`config.mk`:
```
export PLATFORM = sky130hd
export DESIGN_NAME = dash_cluster_frame_generator_core_flat
export DESIGN_NICKNAME = d
export VERILOG_FILES = /design/src/hw/rtl/dcfg_pkg.sv /design/src/hw/rtl/dcfg_if.sv /design/src/hw/rtl/dash_cluster_frame_generator_core.sv /design/src/flat_wrapper.sv
export SDC_FILE = /design/constraint.sdc
export NUM_CORES = 2
export LEC_CHECK = 0
export ABC_AREA = 1
export BUFFER_PORTS_ARGS = -buffer_cell sky130_fd_sc_hd__buf_2
export CAP_MARGIN = 25
export CELL_PAD_IN_SITES_DETAIL_PLACEMENT = 2
export CELL_PAD_IN_SITES_GLOBAL_PLACEMENT = 2
export CORE_MARGIN = 4
export CORE_UTILIZATION = 40
export CTS_BUF_LIST = sky130_fd_sc_hd__clkbuf_16
export DETAILED_ROUTE_END_ITERATION = 8
export PLACE_DENSITY_LB_ADDON = 0.2
export SLEW_MARGIN = 40
export SYNTH_ARGS = -nofsm -noshare
export SYNTH_HDL_FRONTEND = slang
export SYNTH_SLANG_ARGS = --single-unit
```
`constraint.sdc`:
```
create_clock -name clk -period 7.3 [get_ports clk]
set_input_delay 1.46 -clock clk [delete_from_list [all_inputs] [get_ports clk]]
set_output_delay 1.46 -clock clk [all_outputs]
set_load 0.1 [all_outputs]
```
`src/hw/rtl/dcfg_pkg.sv`:
```
// dcfg_pkg: shared types, constants and the control store of the dash cluster
// frame generator. No dependencies.
package dcfg_pkg;

  localparam int RPM_W   = 14;
  localparam int TEMP_W  = 9;
  localparam int KPH_W   = 16;
  localparam int MS_W    = 32;
  localparam int ID_W    = 11;
  localparam int LEN_W   = 4;
  localparam int BYTE_W  = 8;
  localparam int NBYTES  = 8;
  localparam int PC_W    = 4;

  localparam logic [BYTE_W-1:0] TEMP_OFFSET_RST = 8'd49;
  localparam logic [BYTE_W-1:0] ROLL_HI_RST     = 8'hF0;
  localparam logic [15:0]       ODO_RST         = 16'hF000;
  localparam logic [15:0]       ODO_LIMIT       = 16'hFFF0;
  localparam logic [15:0]       MPH_Q16         = 16'd40722;
  localparam logic [6:0]        DIV_BY          = 7'd50;
  localparam logic [6:0]        ODO_STEP        = 7'd100;
  // floor(x / 50) as ((x >> 1) * DIV_RECIP) >> DIV_SHIFT for any 32-bit x
  localparam logic [30:0]       DIV_RECIP       = 31'd1374389535;
  localparam int                DIV_SHIFT       = 35;

  localparam logic [ID_W-1:0] ID_T15    = 11'h130;
  localparam logic [ID_W-1:0] ID_EBRAKE = 11'h34F;
  localparam logic [ID_W-1:0] ID_RPM    = 11'h175;
  localparam logic [ID_W-1:0] ID_TEMP   = 11'h1D0;
  localparam logic [ID_W-1:0] ID_BELT   = 11'h0D7;
  localparam logic [ID_W-1:0] ID_BRAKE  = 11'h19E;
  localparam logic [ID_W-1:0] ID_ABS    = 11'h0C0;
  localparam logic [ID_W-1:0] ID_FUEL   = 11'h349;
  localparam logic [ID_W-1:0] ID_GEAR   = 11'h1D2;
  localparam logic [ID_W-1:0] ID_SPEED  = 11'h1A6;

  typedef enum logic [3:0] {
    FRM_NONE, FRM_T15, FRM_EBRAKE, FRM_RPM, FRM_TEMP, FRM_BELT,
    FRM_BRAKE, FRM_ABS, FRM_FUEL, FRM_GEAR, FRM_SPEED
  } frame_sel_t;

  typedef enum logic [2:0] {
    OP_NOP, OP_DIV, OP_MUL_A, OP_MUL_B, OP_DIST
  } arith_op_t;

  typedef enum logic [1:0] {
    JMP_WAIT_IN, JMP_NEXT, JMP_EVEN_TO_START, JMP_TO_START
  } jump_t;

  typedef struct packed {
    frame_sel_t frame;
    arith_op_t  op;
    jump_t      jmp;
  } ctl_word_t;

  localparam logic [PC_W-1:0] START_PC = '0;

  function automatic ctl_word_t ctl_rom(input logic [PC_W-1:0] pc);
    ctl_word_t w;
    case (pc)
      4'd0:    w = '{FRM_NONE,   OP_NOP,   JMP_WAIT_IN};
      4'd1:    w = '{FRM_T15,    OP_DIV,   JMP_NEXT};
      4'd2:    w = '{FRM_EBRAKE, OP_NOP,   JMP_NEXT};
      4'd3:    w = '{FRM_RPM,    OP_NOP,   JMP_NEXT};
      4'd4:    w = '{FRM_TEMP,   OP_NOP,   JMP_EVEN_TO_START};
      4'd5:    w = '{FRM_BELT,   OP_NOP,   JMP_NEXT};
      4'd6:    w = '{FRM_BRAKE,  OP_NOP,   JMP_NEXT};
      4'd7:    w = '{FRM_ABS,    OP_NOP,   JMP_NEXT};
      4'd8:    w = '{FRM_FUEL,   OP_NOP,   JMP_NEXT};
      4'd9:    w = '{FRM_GEAR,   OP_MUL_A, JMP_NEXT};
      4'd10:   w = '{FRM_NONE,   OP_MUL_B, JMP_NEXT};
      4'd11:   w = '{FRM_NONE,   OP_DIST,  JMP_NEXT};
      4'd12:   w = '{FRM_SPEED,  OP_NOP,   JMP_TO_START};
      default: w = '{FRM_NONE,   OP_NOP,   JMP_TO_START};
    endcase
    return w;
  endfunction

endpackage

```
`src/hw/rtl/dcfg_if.sv`:
```
// dcfg channel interfaces: tick input, frame output and register write.
// Depends on dcfg_pkg for field widths.
interface dcfg_in_if;
  logic                                   valid;
  logic                                   ready;
  logic        [dcfg_pkg::RPM_W-1:0]      engine_rpm;
  logic signed [dcfg_pkg::TEMP_W-1:0]     coolant_temp;
  logic signed [dcfg_pkg::TEMP_W-1:0]     oil_temp;
  logic        [dcfg_pkg::KPH_W-1:0]      speed_kph_q8;
  logic        [dcfg_pkg::MS_W-1:0]       now_ms;
  modport source (output valid, engine_rpm, coolant_temp, oil_temp, speed_kph_q8,
                  now_ms, input ready);
  modport sink (input valid, engine_rpm, coolant_temp, oil_temp, speed_kph_q8,
                now_ms, output ready);
endinterface

interface dcfg_out_if;
  logic                          valid;
  logic                          ready;
  logic [dcfg_pkg::ID_W-1:0]     frame_id;
  logic [dcfg_pkg::LEN_W-1:0]    frame_length;
  logic [dcfg_pkg::BYTE_W-1:0]   data0;
  logic [dcfg_pkg::BYTE_W-1:0]   data1;
  logic [dcfg_pkg::BYTE_W-1:0]   data2;
  logic [dcfg_pkg::BYTE_W-1:0]   data3;
  logic [dcfg_pkg::BYTE_W-1:0]   data4;
  logic [dcfg_pkg::BYTE_W-1:0]   data5;
  logic [dcfg_pkg::BYTE_W-1:0]   data6;
  logic [dcfg_pkg::BYTE_W-1:0]   data7;
  logic                          last_frame;
  modport source (output valid, frame_id, frame_length, data0, data1, data2, data3,
                  data4, data5, data6, data7, last_frame, input ready);
  modport sink (input valid, frame_id, frame_length, data0, data1, data2, data3,
                data4, data5, data6, data7, last_frame, output ready);
endinterface

interface dcfg_cfg_if;
  logic                          valid;
  logic                          ready;
  logic [dcfg_pkg::BYTE_W-1:0]   temp_offset;
  modport source (output valid, temp_offset, input ready);
  modport sink (input valid, temp_offset, output ready);
endinterface

```
`src/hw/rtl/dash_cluster_frame_generator_core.sv`:
```
// dash_cluster_frame_generator_core: microcoded frame sequencer for the cluster
// The first frame is registered once a tick is taken and the output is free.
// 4 frames per even tick, 10 per odd, set by the control store, one step per
// cycle unless the output stalls; ticks are taken only at the wait step. The
// divide by 50 is one reciprocal multiply step; distance: MUL_A, MUL_B, DIST.
// Reset: synchronous, active low; clears counters, sequencer and output valid.
module dash_cluster_frame_generator_core (
  input  logic       clk,
  input  logic       rst_n,
  dcfg_in_if.sink    in_if,
  dcfg_out_if.source out_if,
  dcfg_cfg_if.sink   cfg_if
);
  import dcfg_pkg::*;

  // sequencer
  logic [PC_W-1:0]   pc_r, pc_nxt;
  ctl_word_t         ctl;
  logic              emit, advance, accept, out_free, last;

  // configuration and tick state
  logic [BYTE_W-1:0] temp_offset_r, temp_offset_nxt;
  logic [15:0]       tick_r, tick_nxt;
  logic [BYTE_W-1:0] rpm_roll_r, rpm_roll_nxt;
  logic [3:0]        temp_roll_r, temp_roll_nxt;
  logic [BYTE_W-1:0] belt_roll_r, belt_roll_nxt;
  logic [BYTE_W-1:0] brake_a_r, brake_a_nxt;
  logic [BYTE_W-1:0] brake_b_r, brake_b_nxt;
  logic [BYTE_W-1:0] abs_roll_r, abs_roll_nxt;
  logic [3:0]        gear_roll_r, gear_roll_nxt;
  logic [BYTE_W-1:0] dist_r, dist_nxt;
  logic [MS_W-1:0]   stamp_r, stamp_nxt;
  logic [15:0]       odo_r, odo_nxt;

  // latched tick fields and arithmetic datapath
  logic [RPM_W-1:0]  rpm_r, rpm_nxt;
  logic [BYTE_W-1:0] clt_r, clt_nxt;
  logic [BYTE_W-1:0] oil_r, oil_nxt;
  logic [KPH_W-1:0]  kph_r, kph_nxt;
  logic [31:0]       k_r;
  logic [MS_W-1:0]   dvd_r, dvd_nxt;
  logic [32:0]       acc_r, acc_nxt;
  logic [15:0]       odo_inc_r, odo_inc_nxt;
  logic [61:0]       div_prod;
  logic [32:0]       mul_lo;
  logic [16:0]       mul_hi;
  logic [15:0]       mul_odo;
  logic [15:0]       odo_sum;
  logic [15:0]       rpm4;

  // output register
  logic              out_valid_r, out_valid_nxt;
  logic [ID_W-1:0]   out_id_r, out_id_nxt;
  logic [LEN_W-1:0]  out_len_r, out_len_nxt;
  logic [BYTE_W-1:0] out_data_r [NBYTES];
  logic [BYTE_W-1:0] out_data_nxt [NBYTES];
  logic              out_last_r, out_last_nxt;

  // frame builder
  logic [ID_W-1:0]   frm_id;
  logic [LEN_W-1:0]  frm_len;
  logic [BYTE_W-1:0] frm_data [NBYTES];

  assign ctl      = ctl_rom(pc_r);
  assign emit     = (ctl.frame != FRM_NONE);
  assign out_free = !out_valid_r || out_if.ready;
  assign accept   = in_if.valid && in_if.ready;
  assign advance  = (ctl.jmp == JMP_WAIT_IN) ? in_if.valid : (!emit || out_free);
  assign last     = (ctl.jmp == JMP_TO_START) ||
                    ((ctl.jmp == JMP_EVEN_TO_START) && !tick_r[0]);

  assign in_if.ready  = (ctl.jmp == JMP_WAIT_IN);
  assign cfg_if.ready = 1'b1;

  assign out_if.valid        = out_valid_r;
  assign out_if.frame_id     = out_id_r;
  assign out_if.frame_length = out_len_r;
  assign out_if.data0        = out_data_r[0];
  assign out_if.data1        = out_data_r[1];
  assign out_if.data2        = out_data_r[2];
  assign out_if.data3        = out_data_r[3];
  assign out_if.data4        = out_data_r[4];
  assign out_if.data5        = out_data_r[5];
  assign out_if.data6        = out_data_r[6];
  assign out_if.data7        = out_data_r[7];
  assign out_if.last_frame   = out_last_r;

  assign rpm4     = {rpm_r, 2'b00};
  assign div_prod = 62'(dvd_r[31:1]) * 62'(DIV_RECIP);
  assign mul_lo   = 33'(dvd_r[15:0]) * 33'(k_r);
  assign mul_hi   = 17'(dvd_r[26:16]) * k_r[16:0];
  assign mul_odo  = dvd_r[15:0] * 16'(ODO_STEP);
  assign odo_sum  = odo_r + odo_inc_r;

  // frame contents and rolling counters
  always_comb begin
    frm_id        = '0;
    frm_len       = '0;
    frm_data      = '{default: '0};
    rpm_roll_nxt  = rpm_roll_r;
    temp_roll_nxt = temp_roll_r;
    belt_roll_nxt = belt_roll_r;
    brake_a_nxt   = brake_a_r;
    brake_b_nxt   = brake_b_r;
    abs_roll_nxt  = abs_roll_r;
    gear_roll_nxt = gear_roll_r;
    case (ctl.frame)
      FRM_T15: begin
        frm_id   = ID_T15;
        frm_len  = 4'd5;
        frm_data[0] = 8'h45; frm_data[1] = 8'h41; frm_data[2] = 8'h61;
        frm_data[3] = 8'h8F; frm_data[4] = 8'hFC;
      end
      FRM_EBRAKE: begin
        frm_id   = ID_EBRAKE;
        frm_len  = 4'd2;
        frm_data[0] = 8'hFD; frm_data[1] = 8'hFF;
      end
      FRM_RPM: begin
        rpm_roll_nxt = (rpm_roll_r == 8'hFE) ? ROLL_HI_RST : 8'(rpm_roll_r + 8'd1);
        if (rpm_roll_r == 8'hFF) begin
          rpm_roll_nxt = 8'h00;
        end
        frm_id   = ID_RPM;
        frm_len  = 4'd3;
        frm_data[0] = rpm_roll_nxt;
        frm_data[1] = rpm4[7:0];
        frm_data[2] = rpm4[15:8];
      end
      FRM_TEMP: begin
        temp_roll_nxt = (temp_roll_r >= 4'hE) ? 4'h0 : 4'(temp_roll_r + 4'd1);
        frm_id   = ID_TEMP;
        frm_len  = 4'd8;
        frm_data[0] = 8'(clt_r + temp_offset_r);
        frm_data[1] = 8'(oil_r + temp_offset_r);
        frm_data[2] = {4'h0, temp_roll_nxt};
        frm_data[3] = 8'hC8; frm_data[4] = 8'hA7; frm_data[5] = 8'hD3;
        frm_data[6] = 8'h0D; frm_data[7] = 8'hA8;
      end
      FRM_BELT: begin
        belt_roll_nxt = (belt_roll_r >= 8'hFE) ? 8'h00 : 8'(belt_roll_r + 8'd1);
        frm_id   = ID_BELT;
        frm_len  = 4'd2;
        frm_data[0] = belt_roll_nxt; frm_data[1] = 8'hFF;
      end
      FRM_BRAKE: begin
        brake_a_nxt = 8'(brake_a_r + 8'd16);
        brake_b_nxt = 8'(brake_b_r + 8'd16);
        if (brake_a_nxt > 8'hEF) begin
          brake_a_nxt = 8'h0F;
        end
        if (brake_b_nxt > 8'hF0) begin
          brake_b_nxt = 8'hA0;
        end
        frm_id   = ID_BRAKE;
        frm_len  = 4'd8;
        frm_data[0] = 8'h00; frm_data[1] = 8'hE0; frm_data[2] = brake_a_nxt;
        frm_data[3] = 8'hFC; frm_data[4] = 8'hFE; frm_data[5] = 8'h41;
        frm_data[6] = 8'h00; frm_data[7] = brake_b_nxt;
      end
      FRM_ABS: begin
        abs_roll_nxt = 8'(abs_roll_r + 8'd1);
        if (abs_roll_nxt > 8'hFE) begin
          abs_roll_nxt = ROLL_HI_RST;
        end
        frm_id   = ID_ABS;
        frm_len  = 4'd2;
        frm_data[0] = abs_roll_nxt; frm_data[1] = 8'hFF;
      end
      FRM_FUEL: begin
        frm_id   = ID_FUEL;
        frm_len  = 4'd5;
        frm_data[0] = 8'h76; frm_data[1] = 8'h0F; frm_data[2] = 8'hBE;
        frm_data[3] = 8'h1A; frm_data[4] = 8'h00;
      end
      FRM_GEAR: begin
        gear_roll_nxt = (gear_roll_r >= 4'hE) ? 4'h0 : 4'(gear_roll_r + 4'd1);
        frm_id   = ID_GEAR;
        frm_len  = 4'd6;
        frm_data[0] = 8'h78; frm_data[1] = 8'h0F; frm_data[2] = 8'hFF;
        frm_data[3] = {gear_roll_nxt, 4'hC};
        frm_data[4] = 8'hF1; frm_data[5] = 8'hFF;
      end
      FRM_SPEED: begin
        frm_id   = ID_SPEED;
        frm_len  = 4'd8;
        frm_data[0] = dist_r; frm_data[2] = dist_r; frm_data[4] = dist_r;
        frm_data[6] = odo_r[7:0];
        frm_data[7] = odo_r[15:8] | 8'hF0;
      end
      default: begin
        frm_id = '0;
      end
    endcase
  end

  // sequencer, datapath and output register next state
  always_comb begin
    pc_nxt          = pc_r;
    temp_offset_nxt = temp_offset_r;
    tick_nxt        = tick_r;
    dist_nxt        = dist_r;
    stamp_nxt       = stamp_r;
    odo_nxt         = odo_r;
    rpm_nxt         = rpm_r;
    clt_nxt         = clt_r;
    oil_nxt         = oil_r;
    kph_nxt         = kph_r;
    dvd_nxt         = dvd_r;
    acc_nxt         = acc_r;
    odo_inc_nxt     = odo_inc_r;
    out_valid_nxt   = out_valid_r && !out_if.ready;
    out_id_nxt      = out_id_r;
    out_len_nxt     = out_len_r;
    out_data_nxt    = out_data_r;
    out_last_nxt    = out_last_r;

    if (cfg_if.valid) begin
      temp_offset_nxt = cfg_if.temp_offset;
    end

    if (accept) begin
      tick_nxt = (tick_r == 16'hFFFF) ? 16'd1 : 16'(tick_r + 16'd1);
      rpm_nxt  = in_if.engine_rpm;
      clt_nxt  = in_if.coolant_temp[7:0];
      oil_nxt  = in_if.oil_temp[7:0];
      kph_nxt  = in_if.speed_kph_q8;
      dvd_nxt  = in_if.now_ms - stamp_r;
      if (tick_nxt[0]) begin
        stamp_nxt = in_if.now_ms;
      end
    end

    if (advance) begin
      case (ctl.jmp)
        JMP_WAIT_IN:       pc_nxt = PC_W'(pc_r + 1'b1);
        JMP_NEXT:          pc_nxt = PC_W'(pc_r + 1'b1);
        JMP_EVEN_TO_START: pc_nxt = tick_r[0] ? PC_W'(pc_r + 1'b1) : START_PC;
        JMP_TO_START:      pc_nxt = START_PC;
        default:           pc_nxt = START_PC;
      endcase

      case (ctl.op)
        OP_DIV: begin
          dvd_nxt = 32'(div_prod >> DIV_SHIFT);
        end
        OP_MUL_A: begin
          acc_nxt     = mul_lo;
          odo_inc_nxt = mul_odo;
        end
        OP_MUL_B: begin
          acc_nxt = 33'(acc_r + {mul_hi, 16'h0000});
          odo_nxt = (odo_sum >= ODO_LIMIT) ? ODO_RST : odo_sum;
        end
        OP_DIST: begin
          dist_nxt = 8'(dist_r + acc_r[32:25]);
        end
        default: begin
          acc_nxt = acc_r;
        end
      endcase

      if (emit) begin
        out_valid_nxt = 1'b1;
        out_id_nxt    = frm_id;
        out_len_nxt   = frm_len;
        out_data_nxt  = frm_data;
        out_last_nxt  = last;
      end
    end
  end

  always_ff @(posedge clk) begin
    if (!rst_n) begin
      pc_r          <= START_PC;
      temp_offset_r <= TEMP_OFFSET_RST;
      tick_r        <= '0;
      rpm_roll_r    <= '0;
      temp_roll_r   <= '0;
      belt_roll_r   <= '0;
      brake_a_r     <= ROLL_HI_RST;
      brake_b_r     <= ROLL_HI_RST;
      abs_roll_r    <= ROLL_HI_RST;
      gear_roll_r   <= '0;
      dist_r        <= '0;
      stamp_r       <= '0;
      odo_r         <= ODO_RST;
      out_valid_r   <= 1'b0;
    end else begin
      pc_r          <= pc_nxt;
      temp_offset_r <= temp_offset_nxt;
      tick_r        <= tick_nxt;
      if (advance) begin
        rpm_roll_r  <= rpm_roll_nxt;
        temp_roll_r <= temp_roll_nxt;
        belt_roll_r <= belt_roll_nxt;
        brake_a_r   <= brake_a_nxt;
        brake_b_r   <= brake_b_nxt;
        abs_roll_r  <= abs_roll_nxt;
        gear_roll_r <= gear_roll_nxt;
      end
      dist_r        <= dist_nxt;
      stamp_r       <= stamp_nxt;
      odo_r         <= odo_nxt;
      out_valid_r   <= out_valid_nxt;
    end
  end

  // payload registers, no reset
  always_ff @(posedge clk) begin
    rpm_r      <= rpm_nxt;
    clt_r      <= clt_nxt;
    oil_r      <= oil_nxt;
    kph_r      <= kph_nxt;
    k_r        <= 32'(kph_r) * 32'(MPH_Q16);
    dvd_r      <= dvd_nxt;
    acc_r      <= acc_nxt;
    odo_inc_r  <= odo_inc_nxt;
    out_id_r   <= out_id_nxt;
    out_len_r  <= out_len_nxt;
    out_data_r <= out_data_nxt;
    out_last_r <= out_last_nxt;
  end

endmodule

```
`src/flat_wrapper.sv`:
```
// flat-port wrapper written by rule: the top's interface ports become plain ports
module dash_cluster_frame_generator_core_flat import dcfg_pkg::*;
  (clk, rst_n, in_if_valid, in_if_engine_rpm, in_if_coolant_temp, in_if_oil_temp, in_if_speed_kph_q8, in_if_now_ms, in_if_ready, out_if_valid, out_if_frame_id, out_if_frame_length, out_if_data0, out_if_data1, out_if_data2, out_if_data3, out_if_data4, out_if_data5, out_if_data6, out_if_data7, out_if_last_frame, out_if_ready, cfg_if_valid, cfg_if_temp_offset, cfg_if_ready);
  dcfg_in_if in_if_i ();
  dcfg_out_if out_if_i ();
  dcfg_cfg_if cfg_if_i ();
  input  logic clk;
  input  logic rst_n;
  input wire logic [$bits(in_if_i.valid)-1:0] in_if_valid;
  input wire logic [$bits(in_if_i.engine_rpm)-1:0] in_if_engine_rpm;
  input wire logic [$bits(in_if_i.coolant_temp)-1:0] in_if_coolant_temp;
  input wire logic [$bits(in_if_i.oil_temp)-1:0] in_if_oil_temp;
  input wire logic [$bits(in_if_i.speed_kph_q8)-1:0] in_if_speed_kph_q8;
  input wire logic [$bits(in_if_i.now_ms)-1:0] in_if_now_ms;
  output wire logic [$bits(in_if_i.ready)-1:0] in_if_ready;
  output wire logic [$bits(out_if_i.valid)-1:0] out_if_valid;
  output wire logic [$bits(out_if_i.frame_id)-1:0] out_if_frame_id;
  output wire logic [$bits(out_if_i.frame_length)-1:0] out_if_frame_length;
  output wire logic [$bits(out_if_i.data0)-1:0] out_if_data0;
  output wire logic [$bits(out_if_i.data1)-1:0] out_if_data1;
  output wire logic [$bits(out_if_i.data2)-1:0] out_if_data2;
  output wire logic [$bits(out_if_i.data3)-1:0] out_if_data3;
  output wire logic [$bits(out_if_i.data4)-1:0] out_if_data4;
  output wire logic [$bits(out_if_i.data5)-1:0] out_if_data5;
  output wire logic [$bits(out_if_i.data6)-1:0] out_if_data6;
  output wire logic [$bits(out_if_i.data7)-1:0] out_if_data7;
  output wire logic [$bits(out_if_i.last_frame)-1:0] out_if_last_frame;
  input wire logic [$bits(out_if_i.ready)-1:0] out_if_ready;
  input wire logic [$bits(cfg_if_i.valid)-1:0] cfg_if_valid;
  input wire logic [$bits(cfg_if_i.temp_offset)-1:0] cfg_if_temp_offset;
  output wire logic [$bits(cfg_if_i.ready)-1:0] cfg_if_ready;
  assign in_if_i.valid = in_if_valid;
  assign in_if_i.engine_rpm = in_if_engine_rpm;
  assign in_if_i.coolant_temp = in_if_coolant_temp;
  assign in_if_i.oil_temp = in_if_oil_temp;
  assign in_if_i.speed_kph_q8 = in_if_speed_kph_q8;
  assign in_if_i.now_ms = in_if_now_ms;
  assign in_if_ready = in_if_i.ready;
  assign out_if_valid = out_if_i.valid;
  assign out_if_frame_id = out_if_i.frame_id;
  assign out_if_frame_length = out_if_i.frame_length;
  assign out_if_data0 = out_if_i.data0;
  assign out_if_data1 = out_if_i.data1;
  assign out_if_data2 = out_if_i.data2;
  assign out_if_data3 = out_if_i.data3;
  assign out_if_data4 = out_if_i.data4;
  assign out_if_data5 = out_if_i.data5;
  assign out_if_data6 = out_if_i.data6;
  assign out_if_data7 = out_if_i.data7;
  assign out_if_last_frame = out_if_i.last_frame;
  assign out_if_i.ready = out_if_ready;
  assign cfg_if_i.valid = cfg_if_valid;
  assign cfg_if_i.temp_offset = cfg_if_temp_offset;
  assign cfg_if_ready = cfg_if_i.ready;
  dash_cluster_frame_generator_core u_core (.clk(clk), .rst_n(rst_n), .in_if(in_if_i), .out_if(out_if_i), .cfg_if(cfg_if_i));
endmodule
```
Word level (Yosys, flattened, before mapping)
Memory sizes are Yosys's and may differ from the RTL's. A register that Yosys moved wholly into a read port is not among the register bits.
Cells that the tools add are included.
{ "word_totals": {"wordCells": 141, "output_inout_bits": 83, "mem_bits_ro": 144, "mem_count": 1, "input_bits": 93, "register_bits": 369} }
{ "op_classes": {"mul": 5, "n_reduce_logical": 30, "n_mux": 30, "eq_ne": 20, "n_addsub": 15, "order_cmp": 7} }
{ "mem_list": {"columns": ["name", "depth", "width", "rd", "rd_ports_with_merged_regs", "wr", "line", "text"], "rows": [
  ["(no name shown)", 16, 9, 1, 1, 0, "dcfg_pkg.sv:60", "case (pc)"]
]} }
{ "ops": {"columns": ["op", "count"], "rows": [
  ["$pmux W10 S10", 1],
  ["$mux W32", 3],
  ["$pmux W8 S5", 2],
  ["$pmux W8 S9", 1],
  ["$pmux W33 S2", 1],
  ["$mul A31 B31 Y62 const B", 1],
  ["$pmux W8 S7", 1],
  ["$mux W8", 6],
  ["$pmux W16 S3", 1],
  ["$pmux W8 S6", 1],
  ["$add A33 B33 Y33", 1],
  ["$mul A16 B31 Y32", 1],
  ["$mux W16", 2],
  ["$sub A32 B32 Y32", 1],
  ["$mul A16 B15 Y31 const B", 1],
  ["$add A8 B1 Y8 const B", 3],
  ["$add A8 B8 Y8", 3],
  ["$gt A8 B8 Y1 const B", 3],
  ["$pmux W8 S3", 1],
  ["$reduce_and A2 Y1", 12],
  ["$mux W4", 5],
  ["$pmux W4 S5", 1],
  ["$add A16 B1 Y16 const B", 1],
  ["$add A16 B16 Y16", 1],
  ["other kinds (28)", 53]
]} }

Longest topological paths before layout
{ "logic_depth": {"ltp_word": 6, "ltp_mapped": 35, "depth_no_buf": 33} }

Least setup slack after synthesis
Ideal clock, no wire load.
{ "synth_path": {"path_type": "reg-to-reg", "startpoint": "reg u_core.dvd_r[1]", "endpoint": "reg u_core.dvd_r[20]", "stages_incl_launch_ff": 29, "synth_period_minus_slack_ps": 6242, "path_slack_ps": 1058, "path_buffers": 2, "arrival_time_ps": 6130, "cell_sequence": "dfxtp_1 -> buf_2 -> clkbuf_1 -> inv_1 -> fa_1 -> inv_1 -> nand2_1 -> inv_1 -> fa_1 -> inv_1 -> fa_1 -> inv_1 -> fa_1 -> fa_1 -> fa_1 -> inv_1 -> fa_1 -> inv_1 -> ha_1 -> a21oi_1 -> inv_1 -> nor2_1 -> o21ai_0 -> a21oi_1 -> nor2_1 -> nor2_1 -> a21oi_1 -> nor2_1 -> nor2_1"} }
{ "synth_between": {"elab_chain_cells": 3} }
{ "synth_lines": {"columns": ["element", "line", "text"], "rows": [
  ["from (decl)", "dash_cluster_frame_generator_core.sv:41", "logic [MS_W-1:0] dvd_r, dvd_nxt;"],
  ["from (signal assigned)", "dash_cluster_frame_generator_core.sv:316", "dvd_r <= dvd_nxt;"],
  ["$mul A31 B31 Y62", "dash_cluster_frame_generator_core.sv:89", "assign div_prod = 62'(dvd_r[31:1]) * 62'(DIV_RECIP);"],
  ["$mux W32", "dash_cluster_frame_generator_core.sv:243", "case (ctl.op)"],
  ["$mux W32", "dash_cluster_frame_generator_core.sv:234", "if (advance) begin"],
  ["via u_core.dvd_nxt[20]", "dash_cluster_frame_generator_core.sv:41", null]
]} }
The timed path passes the listed nets, and every way through them passes these cells.
A chain may end at the register's enable or synchronous reset.

Worst setup path after layout
{ "layout_path": {"startpoint": "reg u_core.dvd_r[6]", "endpoint": "reg u_core.dvd_r[4]"} }
The elaborated chain is that of the path after synthesis.

==> impl_results.md <==
* Slew Limit Fails at 0
* Worst Skew at 0.04748 ns
* Yosys warnings at 0
* IO Port Bufs at 171
* Die height at 384.1 µm
* DR top layer: met5
* Met2 WL post-DR at 108900 µm
* Antenna violations before repair at 3
* First-pass GRT wire length at 337100 µm
* Setup TNS at 0 ns
* Largest net degree at the start of global routing at 61
* Critical setup path kind: reg2reg
* Dpl cell area at 59960 µm²
* Setup WS post-layout at 0.1720 ns
* Cells after Synth at 6977
* Arrival time worst endpoint at 7.70 ns
* Final worst path period share at 97.64%
* GR Overflow Total at 0
* Number of synthesized flops with an enable pin at 150
* Share of the synthesized area in the top cell type at 29.72%
* CP startpoint kind: register
* Post-route cell area at 61680 µm²
* Main flop type after synthesis: dfxtp_1
* Synth-to-Final Area Change at 9.009%
* Clock latency at the later pin of the worst-skew pair at 0.69 ns
* Row Count at 137
* Post-synth ARST share at 0%
* Drt first pass iters at 5
* TritonCTS clock tree: yes
* DR vias at 48160
* Final setup fails at 0
* DRT Wirelength at 220000 µm
* Critical path data required time at 7.87 ns
* Core box area at 140000 µm²
* Area leader, netlist: fa_1
* Postcts setup bufs at 0
* Max-Cap Viols at 0
* Gpl congestion at 0.9450
* Clk sinks at 353
* CP endpoint kind: register
* RSZ-0062 raised after global routing: yes
* Worst-margin pin slew at 0.9054 ns
* Ports at 176
* CTS Hold Bufs at 0
* Residual DRC count at 0
* Fin crit period at 7.128 ns
* Final number of hold-violating endpoints at 0
* CTS root buffer: clkbuf_16
* Share of layout cells above drive strength 1 at 6.904%
* #FFs+latches synth at 353
* DP Worst Slack at 0.1833 ns
* Cts repair resizes at 0
* Slew margin rel. at 39.56%
* Crit Path Max Fanout at 6
* Met1 wire length at 92850 µm
* Avg Inst Size Synth at 8.109 µm²
* Die W at 384.1 µm
* Via/cell ratio at 5.307
* CTS H-tree depth at 2
* Initial DRC count at 2422
* Initial Util at 40.40%
* Wire per inst at 24.24 µm
* Reg clk slew, reported paths at 0.06 ns
* Final net count at 8815
* Register area share after synthesis at 15.14%
* Vias in the first global route at 55750
* Clk buf depth at 3
* Routed Antenna Nets at 0
* Status: finished clean
* Gr usage total at 29.93%
* Die area at 147500 µm²
* Cell variety after synth at 69
* Area contributors post-synth: fa_1, ha_1, inv_1, nand2_1, edfxtp_1
* Hold crit path type: reg2reg
* Number of CTS-inserted buffers at 50
* Post-Syn Area at 56580 µm²
* Max Fclk at 140.3 MHz
* Post-DP HPWL at 186000 µm
* Metal3 WL at 10430 µm
-- stage by stage --
| stage | instances | utilization (%) | hold WS, ns |
|---|---|---|---|
| global route | 9075 | 44.04 | 0.4830 |
| detailed placement | 8981 | 42.82 | 0.4537 |
| global placement | 8981 | 42.81 | 0.4475 |
| CTS | 9075 | 44.03 | 0.4657 |
| finish | 9076 | 44.04 | 0.4605 |
| floorplan | 6978 | - | 0.4338 |
-- registers in the layout (all words and copies together) (netlist names), 9 cells and up --
signal	flops
u_core.dvd_r	32
u_core.stamp_r	32
u_core.k_r	31
u_core.acc_r	16
u_core.kph_r	16
u_core.tick_r	16
u_core.odo_inc_r	14
u_core.odo_r	14
u_core.rpm_r	14
u_core.out_if.frame_id	10
u_core.ctl	9
-- critical path: stages (launching register included) --
cell and delay, ns:
dfxtp_1 0.32, inv_1 0.32, fa_1 0.51, inv_1 0.11, ha_1 0.30, fa_1 0.50
fa_1 0.65, fa_1 0.50, fa_1 0.58, fa_1 0.60, inv_1 0.07, fa_1 0.53
inv_1 0.05, ha_1 0.33, nand2_1 0.10, inv_1 0.05, a21oi_1 0.39, o21ai_0 0.22
a21oi_1 0.30, nand3_1 0.13, nand2_1 0.08, nand3_1 0.19, nand2_1 0.14, inv_1 0.04
-- kinds of logic (layout without fill, tap and decap cells) --
logic type               Yosys count  in the layout  synth area share (%)
AO/OA/AOI/OAI                    788            788                 7.773
XOR/XNOR                         111            111                 1.745
adder cells (fa/ha/maj)         1565           1565                 45.75
buffers and inverters           1963           2184                 13.29
flip-flops                       353            353                 15.14
other                              2              4               0.01327
AND/OR/NAND/NOR                 2195           2195                 16.28
-- metal layers --
layer | global-route usage (%) | up-vias
met5 | 0 | -
met4 | 9.654 | 4
met3 | 3.517 | 363
met2 | 52.91 | 1080
met1 | 38.05 | 25020
li1 | - | 21690
-- synth_stat cells (44+ instances only) --
library cell     n
a21oi_1        354
clkbuf_1        85
dfxtp_1        203
edfxtp_1       150
fa_1           840
ha_1           725
inv_1         1769
nand2_1       1360
nand3_1        246
nand4_1         44
nor2_1         379
nor3_1          55
o21ai_0        223
o21ai_1         46
xnor2_1         44
xor2_1          65
-- final timing paths --
kind	endpoint	slack [ns]	start	cells past startpoint
setup / recovery	u_core.dvd_r[4]$_DFF_P_	0.17	u_core.dvd_r[6]$_DFF_P_	23
hold reg to reg	u_core.stamp_r[24]$_SDFFE_PN0P_	0.46	u_core.stamp_r[24]$_SDFFE_PN0P_	2
setup reg to reg	u_core.dvd_r[4]$_DFF_P_	0.17	u_core.dvd_r[6]$_DFF_P_	23
hold / removal	u_core.stamp_r[24]$_SDFFE_PN0P_	0.46	u_core.stamp_r[24]$_SDFFE_PN0P_	2
-- layout make-up --
| class | count | area [µm²] |
|---|---|---|
| Sequential cell | 353 | 8582 |
| Tap cell | 1876 | 2347 |
| Clock inverter | 44 | 447.9 |
| Inverter | 1800 | 6765 |
| Timing Repair Buffer | 290 | 1768 |
| Multi-Input combinational cell | 4662 | 40510 |
| Antenna cell | 1 | 2.502 |
| Fill cell | 16000 | 78370 |
| Clock buffer | 50 | 1251 |
-- placed cells by master, fill, tap and decap left out, types with 150 or more instances in the layout --
cell and n:
nor2_1 377, a21oi_1 353, fa_1 840, dfxtp_1 192
o21ai_0 221, ha_1 725, buf_2 170, nand2_1 1360
nand3_1 246, edfxtp_1 150, inv_1 1774
Power is left out: the tool's default activity adds up to more than one toggle a clock period on the data nets, which glitch-free logic cannot reach.
